==> src/rtl/dhs_pkg.sv <==
// Shared types and constants of the disconnect handshake sender.
package dhs_pkg;

    localparam int BYTE_W    = 8;
    localparam int TIMER_W   = 16;
    localparam int RETRY_W   = 3;
    localparam int OP_W      = 2;
    localparam int STATUS_W  = 2;
    localparam int REC_W     = 3;
    localparam int CFG_IDX_W = 3;
    localparam int CFG_DAT_W = 16;
    localparam int FRAME_LEN = 5;
    localparam int BEAT_W    = $clog2(FRAME_LEN);

    // Operation codes
    localparam logic [OP_W-1:0] OP_START = 2'd0;
    localparam logic [OP_W-1:0] OP_BYTE  = 2'd1;
    localparam logic [OP_W-1:0] OP_TICK  = 2'd2;

    // Phase codes, also reported as status
    localparam logic [STATUS_W-1:0] PH_IDLE   = 2'd0;
    localparam logic [STATUS_W-1:0] PH_WAIT   = 2'd1;
    localparam logic [STATUS_W-1:0] PH_CLOSED = 2'd2;
    localparam logic [STATUS_W-1:0] PH_FAILED = 2'd3;

    // Recognizer states
    localparam logic [REC_W-1:0] REC_HUNT = 3'd0;
    localparam logic [REC_W-1:0] REC_FLAG = 3'd1;
    localparam logic [REC_W-1:0] REC_ADDR = 3'd2;
    localparam logic [REC_W-1:0] REC_CTRL = 3'd3;
    localparam logic [REC_W-1:0] REC_CHK  = 3'd4;

    // Configuration register indexes
    localparam logic [CFG_IDX_W-1:0] CFG_FLAG      = 3'd0;
    localparam logic [CFG_IDX_W-1:0] CFG_ADDRESS   = 3'd1;
    localparam logic [CFG_IDX_W-1:0] CFG_DISC_CTRL = 3'd2;
    localparam logic [CFG_IDX_W-1:0] CFG_UA_CTRL   = 3'd3;
    localparam logic [CFG_IDX_W-1:0] CFG_TIMEOUT   = 3'd4;
    localparam logic [CFG_IDX_W-1:0] CFG_RETRIES   = 3'd5;

    typedef struct packed {
        logic [BYTE_W-1:0]  flag;
        logic [BYTE_W-1:0]  address;
        logic [BYTE_W-1:0]  disc_ctrl;
        logic [BYTE_W-1:0]  ua_ctrl;
        logic [TIMER_W-1:0] timeout;
        logic [RETRY_W-1:0] max_retries;
    } cfg_t;

    // Result job handed from the protocol engine to the beat serializer
    typedef struct packed {
        logic                send;
        logic [BYTE_W-1:0]   ctrl;
        logic [STATUS_W-1:0] status;
    } job_t;

endpackage

==> src/rtl/dhs_if.sv <==
// Channel interfaces: input items, result beats and configuration writes.
interface dhs_in_if;
    logic                       valid;
    logic                       ready;
    logic [dhs_pkg::OP_W-1:0]   operation;
    logic [dhs_pkg::BYTE_W-1:0] rx_byte;

    modport source (output valid, output operation, output rx_byte, input ready);
    modport sink   (input valid, input operation, input rx_byte, output ready);
endinterface

interface dhs_out_if;
    logic                         valid;
    logic                         ready;
    logic [dhs_pkg::BYTE_W-1:0]   tx_byte;
    logic                         tx_valid;
    logic                         last;
    logic [dhs_pkg::STATUS_W-1:0] status;

    modport source (output valid, output tx_byte, output tx_valid, output last,
                    output status, input ready);
    modport sink   (input valid, input tx_byte, input tx_valid, input last,
                    input status, output ready);
endinterface

interface dhs_cfg_if;
    logic                          valid;
    logic                          ready;
    logic [dhs_pkg::CFG_IDX_W-1:0] index;
    logic [dhs_pkg::CFG_DAT_W-1:0] data;

    modport source (output valid, output index, output data, input ready);
    modport sink   (input valid, input index, input data, output ready);
endinterface

==> src/rtl/disconnect_handshake_sender_top.sv <==
// Top level of the disconnect handshake sender: channels, config and beat output.
//
// Usage:
//   in_ch  : one item per beat (operation: start close, received byte, timer
//            tick; rx_byte). An item lands in an input register, and moves
//            into the protocol engine as soon as the beat serializer is free.
//   out_ch : result beats (tx_byte, tx_valid, last, status). A start, a resend
//            or a UA reply gives five beats carrying the frame bytes
//            (flag, address, control, address XOR control, flag); any other
//            item gives one beat with tx_valid low. last marks the final beat
//            of each item; status is the phase after that item.
//   cfg    : register writes (index, data), always ready; write only while
//            the block is idle.
// Timing: an accepted item passes through the input register into the serializer
// registers, and its first beat is offered from those. The serializer gives one
// beat per cycle while out_ch is ready; the input register takes the next item
// while the current one is still being sent.
// Reset: registers return to their defaults, the phase to idle, nothing held.
// Stall: when out_ch is not ready the current beat holds; the input register
// fills with one more item and then in_ch drops ready.
module disconnect_handshake_sender_top (
    input  logic      clk,
    input  logic      rst_n,
    dhs_in_if.sink    in_ch,
    dhs_out_if.source out_ch,
    dhs_cfg_if.sink   cfg
);
    import dhs_pkg::*;

    // Configuration registers
    cfg_t cfg_reg;

    // Input register
    logic              item_valid_reg;
    logic [OP_W-1:0]   item_op_reg;
    logic [BYTE_W-1:0] item_byte_reg;

    // Beat serializer
    logic                job_valid_reg;
    logic                job_send_reg;
    logic [BYTE_W-1:0]   job_ctrl_reg;
    logic [STATUS_W-1:0] job_status_reg;
    logic [BEAT_W-1:0]   beat_idx_reg;

    job_t job;
    logic in_fire;
    logic out_fire;
    logic last_beat;
    logic job_done;
    logic job_free;
    logic move;

    assign cfg.ready = 1'b1;

    // Write a configuration register; drop writes beyond the list
    always_ff @(posedge clk or negedge rst_n)
    begin
        if (!rst_n)
        begin
            cfg_reg.flag        <= 8'h7E;
            cfg_reg.address     <= 8'h03;
            cfg_reg.disc_ctrl   <= 8'h0B;
            cfg_reg.ua_ctrl     <= 8'h07;
            cfg_reg.timeout     <= 16'd3000;
            cfg_reg.max_retries <= 3'd3;
        end
        else if (cfg.valid && cfg.ready)
        begin
            unique case (cfg.index)
                CFG_FLAG:      cfg_reg.flag        <= cfg.data[BYTE_W-1:0];
                CFG_ADDRESS:   cfg_reg.address     <= cfg.data[BYTE_W-1:0];
                CFG_DISC_CTRL: cfg_reg.disc_ctrl   <= cfg.data[BYTE_W-1:0];
                CFG_UA_CTRL:   cfg_reg.ua_ctrl     <= cfg.data[BYTE_W-1:0];
                CFG_TIMEOUT:   cfg_reg.timeout     <= cfg.data[TIMER_W-1:0];
                CFG_RETRIES:   cfg_reg.max_retries <= cfg.data[RETRY_W-1:0];
                default:       ;
            endcase
        end
    end

    // Handshake bookkeeping: the serializer frees on the last beat taken,
    // and the held item moves into the engine in that same cycle.
    assign in_fire     = in_ch.valid && in_ch.ready;
    assign out_fire    = out_ch.valid && out_ch.ready;
    assign last_beat   = !job_send_reg || (beat_idx_reg == BEAT_W'(FRAME_LEN - 1));
    assign job_done    = out_fire && last_beat;
    assign job_free    = !job_valid_reg || job_done;
    assign move        = item_valid_reg && job_free;
    assign in_ch.ready = !item_valid_reg || move;

    always_ff @(posedge clk or negedge rst_n)
    begin
        if (!rst_n)
        begin
            item_valid_reg <= 1'b0;
        end
        else if (in_fire)
        begin
            item_valid_reg <= 1'b1;
        end
        else if (move)
        begin
            item_valid_reg <= 1'b0;
        end
    end

    always_ff @(posedge clk)
    begin
        if (in_fire)
        begin
            item_op_reg   <= in_ch.operation;
            item_byte_reg <= in_ch.rx_byte;
        end
    end

    // Protocol state advances once per item, as the item moves
    dhs_proto u_proto (
        .clk     (clk),
        .rst_n   (rst_n),
        .step    (move),
        .op      (item_op_reg),
        .rx_byte (item_byte_reg),
        .cfg     (cfg_reg),
        .job     (job)
    );

    // Serializer control: load a job, advance a beat per accepted beat
    always_ff @(posedge clk or negedge rst_n)
    begin
        if (!rst_n)
        begin
            job_valid_reg <= 1'b0;
            beat_idx_reg  <= '0;
        end
        else if (move)
        begin
            job_valid_reg <= 1'b1;
            beat_idx_reg  <= '0;
        end
        else if (job_done)
        begin
            job_valid_reg <= 1'b0;
            beat_idx_reg  <= '0;
        end
        else if (out_fire)
        begin
            beat_idx_reg <= beat_idx_reg + BEAT_W'(1);
        end
    end

    always_ff @(posedge clk)
    begin
        if (move)
        begin
            job_send_reg   <= job.send;
            job_ctrl_reg   <= job.ctrl;
            job_status_reg <= job.status;
        end
    end

    // Frame byte of the beat; the user keeps config stable while busy (unchecked)
    always_comb
    begin
        out_ch.tx_byte = '0;
        if (job_send_reg)
        begin
            unique case (beat_idx_reg)
                BEAT_W'(1): out_ch.tx_byte = cfg_reg.address;
                BEAT_W'(2): out_ch.tx_byte = job_ctrl_reg;
                BEAT_W'(3): out_ch.tx_byte = cfg_reg.address ^ job_ctrl_reg;
                default:    out_ch.tx_byte = cfg_reg.flag;
            endcase
        end
    end

    assign out_ch.valid    = job_valid_reg;
    assign out_ch.tx_valid = job_send_reg;
    assign out_ch.last     = last_beat;
    assign out_ch.status   = job_status_reg;

    // An idle serializer sits at the first beat
    a_idle_idx: assert property (@(posedge clk) disable iff (!rst_n)
        !job_valid_reg |-> beat_idx_reg == '0)
        else $error("beat index not at start while serializer idle");

    // Beat index never runs past the frame
    a_idx_range: assert property (@(posedge clk) disable iff (!rst_n)
        job_valid_reg |-> beat_idx_reg < BEAT_W'(FRAME_LEN))
        else $error("beat index beyond frame length");

    // Single-beat results never advance the index
    a_single_beat: assert property (@(posedge clk) disable iff (!rst_n)
        job_valid_reg && !job_send_reg |-> beat_idx_reg == '0)
        else $error("beat index moved on a single-beat result");

    // A moved item is always offered on the next cycle
    a_move_loads: assert property (@(posedge clk) disable iff (!rst_n)
        move |=> job_valid_reg && beat_idx_reg == '0)
        else $error("moved item not loaded into serializer");

    // Finishing a job with nothing waiting leaves the serializer empty
    a_done_empty: assert property (@(posedge clk) disable iff (!rst_n)
        job_done && !item_valid_reg |=> !job_valid_reg)
        else $error("serializer stayed busy after its last beat");

endmodule

==> src/rtl/dhs_proto.sv <==
// Protocol engine: phase, recognizer, resend count and reply timer.
module dhs_proto (
    input  logic                       clk,
    input  logic                       rst_n,
    input  logic                       step,
    input  logic [dhs_pkg::OP_W-1:0]   op,
    input  logic [dhs_pkg::BYTE_W-1:0] rx_byte,
    input  dhs_pkg::cfg_t              cfg,
    output dhs_pkg::job_t              job
);
    import dhs_pkg::*;

    logic [STATUS_W-1:0] phase_reg, phase_next;
    logic [REC_W-1:0]    rec_reg, rec_next;
    logic [RETRY_W-1:0]  resend_reg, resend_next;
    logic [TIMER_W-1:0]  timer_reg, timer_next;
    logic                armed_reg, armed_next;
    logic [REC_W-1:0]    rec_adv;
    logic                rec_done;
    logic [BYTE_W-1:0]   disc_check;

    assign disc_check = cfg.address ^ cfg.disc_ctrl;

    // Advance the frame recognizer by one received byte
    always_comb
    begin
        rec_adv  = REC_HUNT;
        rec_done = 1'b0;
        unique case (rec_reg)
            REC_FLAG:
            begin
                if (rx_byte == cfg.address)   rec_adv = REC_ADDR;
                else if (rx_byte == cfg.flag) rec_adv = REC_FLAG;
            end
            REC_ADDR:
            begin
                if (rx_byte == cfg.disc_ctrl) rec_adv = REC_CTRL;
                else if (rx_byte == cfg.flag) rec_adv = REC_FLAG;
            end
            REC_CTRL:
            begin
                if (rx_byte == disc_check)    rec_adv = REC_CHK;
                else if (rx_byte == cfg.flag) rec_adv = REC_FLAG;
            end
            REC_CHK:
            begin
                if (rx_byte == cfg.flag) rec_done = 1'b1;
            end
            default:
            begin
                if (rx_byte == cfg.flag) rec_adv = REC_FLAG;
            end
        endcase
    end

    always_comb
    begin
        phase_next  = phase_reg;
        rec_next    = rec_reg;
        resend_next = resend_reg;
        timer_next  = timer_reg;
        armed_next  = armed_reg;
        job.send    = 1'b0;
        job.ctrl    = cfg.disc_ctrl;
        if (op == OP_START)
        begin
            phase_next  = PH_WAIT;
            rec_next    = REC_HUNT;
            resend_next = '0;
            timer_next  = cfg.timeout;
            armed_next  = 1'b1;
            job.send    = 1'b1;
        end
        else if (op == OP_BYTE && phase_reg == PH_WAIT)
        begin
            armed_next = 1'b0;
            timer_next = '0;
            rec_next   = rec_adv;
            if (rec_done)
            begin
                phase_next = PH_CLOSED;
                job.send   = 1'b1;
                job.ctrl   = cfg.ua_ctrl;
            end
        end
        else if (op == OP_TICK && phase_reg == PH_WAIT && armed_reg)
        begin
            if (timer_reg <= TIMER_W'(1))
            begin
                if (resend_reg < cfg.max_retries)
                begin
                    resend_next = resend_reg + RETRY_W'(1);
                    timer_next  = cfg.timeout;
                    job.send    = 1'b1;
                end
                else
                begin
                    phase_next = PH_FAILED;
                    armed_next = 1'b0;
                    timer_next = '0;
                end
            end
            else
            begin
                timer_next = timer_reg - TIMER_W'(1);
            end
        end
        job.status = phase_next;
    end

    always_ff @(posedge clk or negedge rst_n)
    begin
        if (!rst_n)
        begin
            phase_reg  <= PH_IDLE;
            rec_reg    <= REC_HUNT;
            resend_reg <= '0;
            timer_reg  <= '0;
            armed_reg  <= 1'b0;
        end
        else if (step)
        begin
            phase_reg  <= phase_next;
            rec_reg    <= rec_next;
            resend_reg <= resend_next;
            timer_reg  <= timer_next;
            armed_reg  <= armed_next;
        end
    end

endmodule
==> src/flat_wrapper.sv <==
// flat-port wrapper written by rule: the top's interface ports become plain ports
module disconnect_handshake_sender_top_flat import dhs_pkg::*;
  (clk, rst_n, in_ch_valid, in_ch_operation, in_ch_rx_byte, in_ch_ready, out_ch_valid, out_ch_tx_byte, out_ch_tx_valid, out_ch_last, out_ch_status, out_ch_ready, cfg_valid, cfg_index, cfg_data, cfg_ready);
  dhs_in_if in_ch_i ();
  dhs_out_if out_ch_i ();
  dhs_cfg_if cfg_i ();
  input  logic clk;
  input  logic rst_n;
  input wire logic [$bits(in_ch_i.valid)-1:0] in_ch_valid;
  input wire logic [$bits(in_ch_i.operation)-1:0] in_ch_operation;
  input wire logic [$bits(in_ch_i.rx_byte)-1:0] in_ch_rx_byte;
  output wire logic [$bits(in_ch_i.ready)-1:0] in_ch_ready;
  output wire logic [$bits(out_ch_i.valid)-1:0] out_ch_valid;
  output wire logic [$bits(out_ch_i.tx_byte)-1:0] out_ch_tx_byte;
  output wire logic [$bits(out_ch_i.tx_valid)-1:0] out_ch_tx_valid;
  output wire logic [$bits(out_ch_i.last)-1:0] out_ch_last;
  output wire logic [$bits(out_ch_i.status)-1:0] out_ch_status;
  input wire logic [$bits(out_ch_i.ready)-1:0] out_ch_ready;
  input wire logic [$bits(cfg_i.valid)-1:0] cfg_valid;
  input wire logic [$bits(cfg_i.index)-1:0] cfg_index;
  input wire logic [$bits(cfg_i.data)-1:0] cfg_data;
  output wire logic [$bits(cfg_i.ready)-1:0] cfg_ready;
  assign in_ch_i.valid = in_ch_valid;
  assign in_ch_i.operation = in_ch_operation;
  assign in_ch_i.rx_byte = in_ch_rx_byte;
  assign in_ch_ready = in_ch_i.ready;
  assign out_ch_valid = out_ch_i.valid;
  assign out_ch_tx_byte = out_ch_i.tx_byte;
  assign out_ch_tx_valid = out_ch_i.tx_valid;
  assign out_ch_last = out_ch_i.last;
  assign out_ch_status = out_ch_i.status;
  assign out_ch_i.ready = out_ch_ready;
  assign cfg_i.valid = cfg_valid;
  assign cfg_i.index = cfg_index;
  assign cfg_i.data = cfg_data;
  assign cfg_ready = cfg_i.ready;
  disconnect_handshake_sender_top u_core (.clk(clk), .rst_n(rst_n), .in_ch(in_ch_i), .out_ch(out_ch_i), .cfg(cfg_i));
endmodule
==> config.mk <==
export PLATFORM = sky130hd
export DESIGN_NAME = disconnect_handshake_sender_top_flat
export DESIGN_NICKNAME = d
export VERILOG_FILES = /design/src/rtl/dhs_pkg.sv /design/src/rtl/dhs_if.sv /design/src/rtl/disconnect_handshake_sender_top.sv /design/src/rtl/dhs_proto.sv /design/src/flat_wrapper.sv
export SDC_FILE = /design/constraint.sdc
export NUM_CORES = 1
export LEC_CHECK = 0
export ABC_CLOCK_PERIOD_IN_PS = 6500
export BUFFER_PORTS_ARGS = -buffer_cell sky130_fd_sc_hd__buf_2
export CORE_ASPECT_RATIO = 1.4
export CORE_MARGIN = 2
export CORE_UTILIZATION = 55
export CTS_CLUSTER_DIAMETER = 150
export DETAILED_ROUTE_END_ITERATION = 12
export PLACE_DENSITY = 0.74
export SLEW_MARGIN = 20
export SYNTH_ARGS = -nofsm -noshare
export SYNTH_HDL_FRONTEND = slang
export SYNTH_HIERARCHICAL = 1
export SYNTH_SLANG_ARGS = --single-unit
==> constraint.sdc <==
create_clock -name clk -period 6.5 [get_ports clk]
set_input_delay 0.65 -clock clk [delete_from_list [all_inputs] [get_ports clk]]
set_output_delay 0.65 -clock clk [all_outputs]
set_load 0.05 [all_outputs]
==> impl_metrics.py <==
metrics = {
    "detailed_routing": {
        "drt_first_pass_iters": 5,
        "routed.top_layer": "met4",
        "remaining_drc_errors": 0,
        "vias": 4030,
        "wl_met1_mm": 4.87,
        "drtIter0Drc": 196,
        "wl_met3_um": 358,
        "routed_wl_mm": 12.5,
        "wl_per_cell_um": 18.8,
        "vias_per_cell": 6.04,
        "ant_nets": 0,
        "wl_met2_mm": 6.78,
    },
    "setup_path": {
        "worst_ep_arrival_time_ns": 3.65,
        "required_ns": 6.79,
        "cp-end-kind": "flop",
        "crit_fanout": 23,
        "path_class": "reg2reg",
        "startpoint_type": "flop",
    },
    "power_and_ir_drop": {
        "p_per_area_nw_per_um2": 361,
        "p_total_mw": 2.24,
        "vdd_drop_max_uv": 260,
        "p_leak_nw": 2.60,
    },
    "timing": {
        "hold_viol_final": 0,
        "rsz0062_at_grt": "false",
        "min_period_ns": 3.36,
        "finClkSkew_ns": 0.00811,
        "slew_headroom_pct": 48.9,
        "max_clock_freq_mhz": 298,
        "tns_ns": 0,
        "period_share_pct": 51.7,
        "worst_pin_slew_ns": 0.765,
        "setup_viol": 0,
        "final-max-slew-violation-count": 0,
    },
    "place": {
        "dp.cells": 651,
        "dp_hpwl_mm": 9.17,
        "gp_congestion": 0.911,
        "numPortBuffers": 47,
    },
    "synth": {
        "ys_seq_area_share_pct": 48.2,
        "synth-async-reset-ratio_pct": 79.4,
        "synth_seq_cells": 102,
        "synth-edff-count": 21,
        "synthCells": 482,
        "mappedNetlistArea_um2": 5570,
        "syn_nets": 526,
        "ys_types": 69,
        "synth_top_area_share_pct": 26.1,
        "yosys-top-cells-area": "dfrtp_1, mux2_2, edfxtp_1",
        "yosysMostFrequentCell": "mux2_2",
        "synth.avg_cell_area_um2": 11.6,
        "synthFlopType": "dfrtp_1",
        "ys_top_cells_by_count": "mux2_2, dfrtp_1, nor2_1",
        "yosysWarnings": 6,
        "synth_largest_area_cell": "dfrtp_1",
    },
    "clock_tree": {
        "cts_sinks": 102,
        "clock_tree.root_cell": "clkbuf_16",
        "post_cts_buffers": 0,
        "clk_path_buf_depth": 2,
        "tritoncts": "done",
        "clock_latency_ns": 0.35,
        "cts_resized": 0,
        "cts_made_buffers": 9,
        "path_clk_slew_ns": 0.07,
        "postCtsHoldBufs": 0,
        "cts_htree_levels": 3,
    },
    "worst_hold_path": {
        "hold_class": "in2async",
    },
    "final_layout": {
        "layoutNonFillerInstCount": 667,
        "drive_gt1_share_pct": 33.8,
        "final_util_pct": 62.7,
        "fillers": 827,
        "nets": 571,
        "syn_to_final_growth_pct": 11.5,
        "largest_reg_flops": 51,
        "n_antenna_cell": 0,
    },
    "job": {
        "max_cap_viol_count": 0,
    },
    "floorplanning": {
        "start_util_pct": 56.3,
        "die_h_um": 123,
        "die_x_um": 89.1,
        "core_region_area_um2": 9900,
        "die_area_um2": 11000,
        "rows": 43,
        "num_io_pins": 49,
    },
    "grt": {
        "track_usage_pct": 24.8,
        "antenna_found_initial": 0,
        "grt_max_degree": 82,
        "grt_pass1_wl_mm": 20.4,
        "grt_pass1_vias": 4063,
        "grt-ovfl-total": 0,
    },
    "run_status": {
        "outcome": "finished clean",
    },
}
## where the power goes
| group | internal (mW) | total (mW) | switching (mW) | leakage, nW |
|---|---|---|---|---|
| clock network | 0.316 | 0.562 | 0.246 | 0.156 |
| logic | 0.304 | 0.695 | 0.391 | 1.29 |
| registers | 0.830 | 0.987 | 0.157 | 1.15 |
| total | 1.45 | 2.24 | 0.794 | 2.60 |
## area by class of cell
type                    instances  area [µm²]  area share, %
clock inverters                 6        76.3           1.23
multi-input cells             351        2720           43.8
inverters                      12        45.0          0.725
clock buffers                  10         239           3.85
well taps                     135         169           2.72
repair buffers                 51         272           4.37
flip-flops and latches        102        2690           43.3
## logic make-up (layout without fill, tap and decap cells)
family          after synthesis  in the layout  share of synthesized area, %
mux                          63             63                          12.7
other cells                   1              1                        0.0673
xor+xnor                     34             34                          5.35
buf+inv                      29             79                          2.90
flops                       102            102                          48.2
compound gates              102            102                          13.0
fa+ha+maj                    10             10                          2.25
simple gates                141            141                          15.5
## metrics by stage
| step | cell area, µm² | hold WS (ns) | worst slack [ns] |
|---|---|---|---|
| floorplan | 5570 | 0.354 | 3.39 |
| global placement | 5890 | 0.459 | 3.37 |
| detailed placement | 5890 | 0.469 | 3.16 |
| CTS | 6210 | 0.460 | 3.14 |
| global route | 6210 | 0.401 | 2.84 |
| finish | 6210 | 0.315 | 3.14 |
## critical path, stage by stage, from the launching register on
cell and delay [ns]:
dfrtp_1 0.43, inv_1 0.10, ha_1 0.15, a21boi_0 0.20, o21ai_0 0.27, and2_1 0.16
buf_4 0.28, inv_1 0.09, or4_1 0.63, a21oi_1 0.56, a21oi_1 0.13, a31oi_1 0.17
a21o_2 0.11
## final timing paths
path	cells past startpoint	to	startpoint	slack [ns]
max	12	u_core/u_proto/timer_reg[3]	u_core/beat_idx_reg[0]	3.14
min reg2reg	1	u_core/u_proto/timer_reg[10]	u_core/cfg_reg[13]	0.48
min in group clk	1	u_core/item_byte_reg[0]	in_ch_rx_byte[0]	0.47
min	1	u_core/u_proto/phase_reg[0]	rst_n	0.32
max in group asynchronous	1	u_core/u_proto/timer_reg[4]	rst_n	5.67
max reg2reg	12	u_core/u_proto/timer_reg[3]	u_core/beat_idx_reg[0]	3.14
## routing by layer
metal  GRT usage [%]  up-vias
li1                -     1892
met1            28.9     2005
met2            43.8      100
met3            3.14       33
met4            13.4        0
met5               0        -
## cells in the final DEF, fill, tap and decap left out, types with 5 or more instances in the layout
master	netlist	final
nor2_1	29	29
a221o_2	5	5
xnor2_1	10	10
and3_1	8	8
dfstp_2	23	23
clkbuf_16	0	9
xor2_1	24	24
or2_2	8	8
buf_2	6	46
nor3b_1	16	16
ha_1	10	10
dfrtp_1	58	58
o21ai_0	23	23
edfxtp_1	21	21
nor3_1	13	13
a21oi_1	22	22
inv_1	12	12
nand2_1	17	17
o2bb2ai_1	5	5
nor2b_1	5	5
o2111a_1	8	8
nor4_1	9	9
mux2_2	59	59
Power figures use the tool's default switching activity.
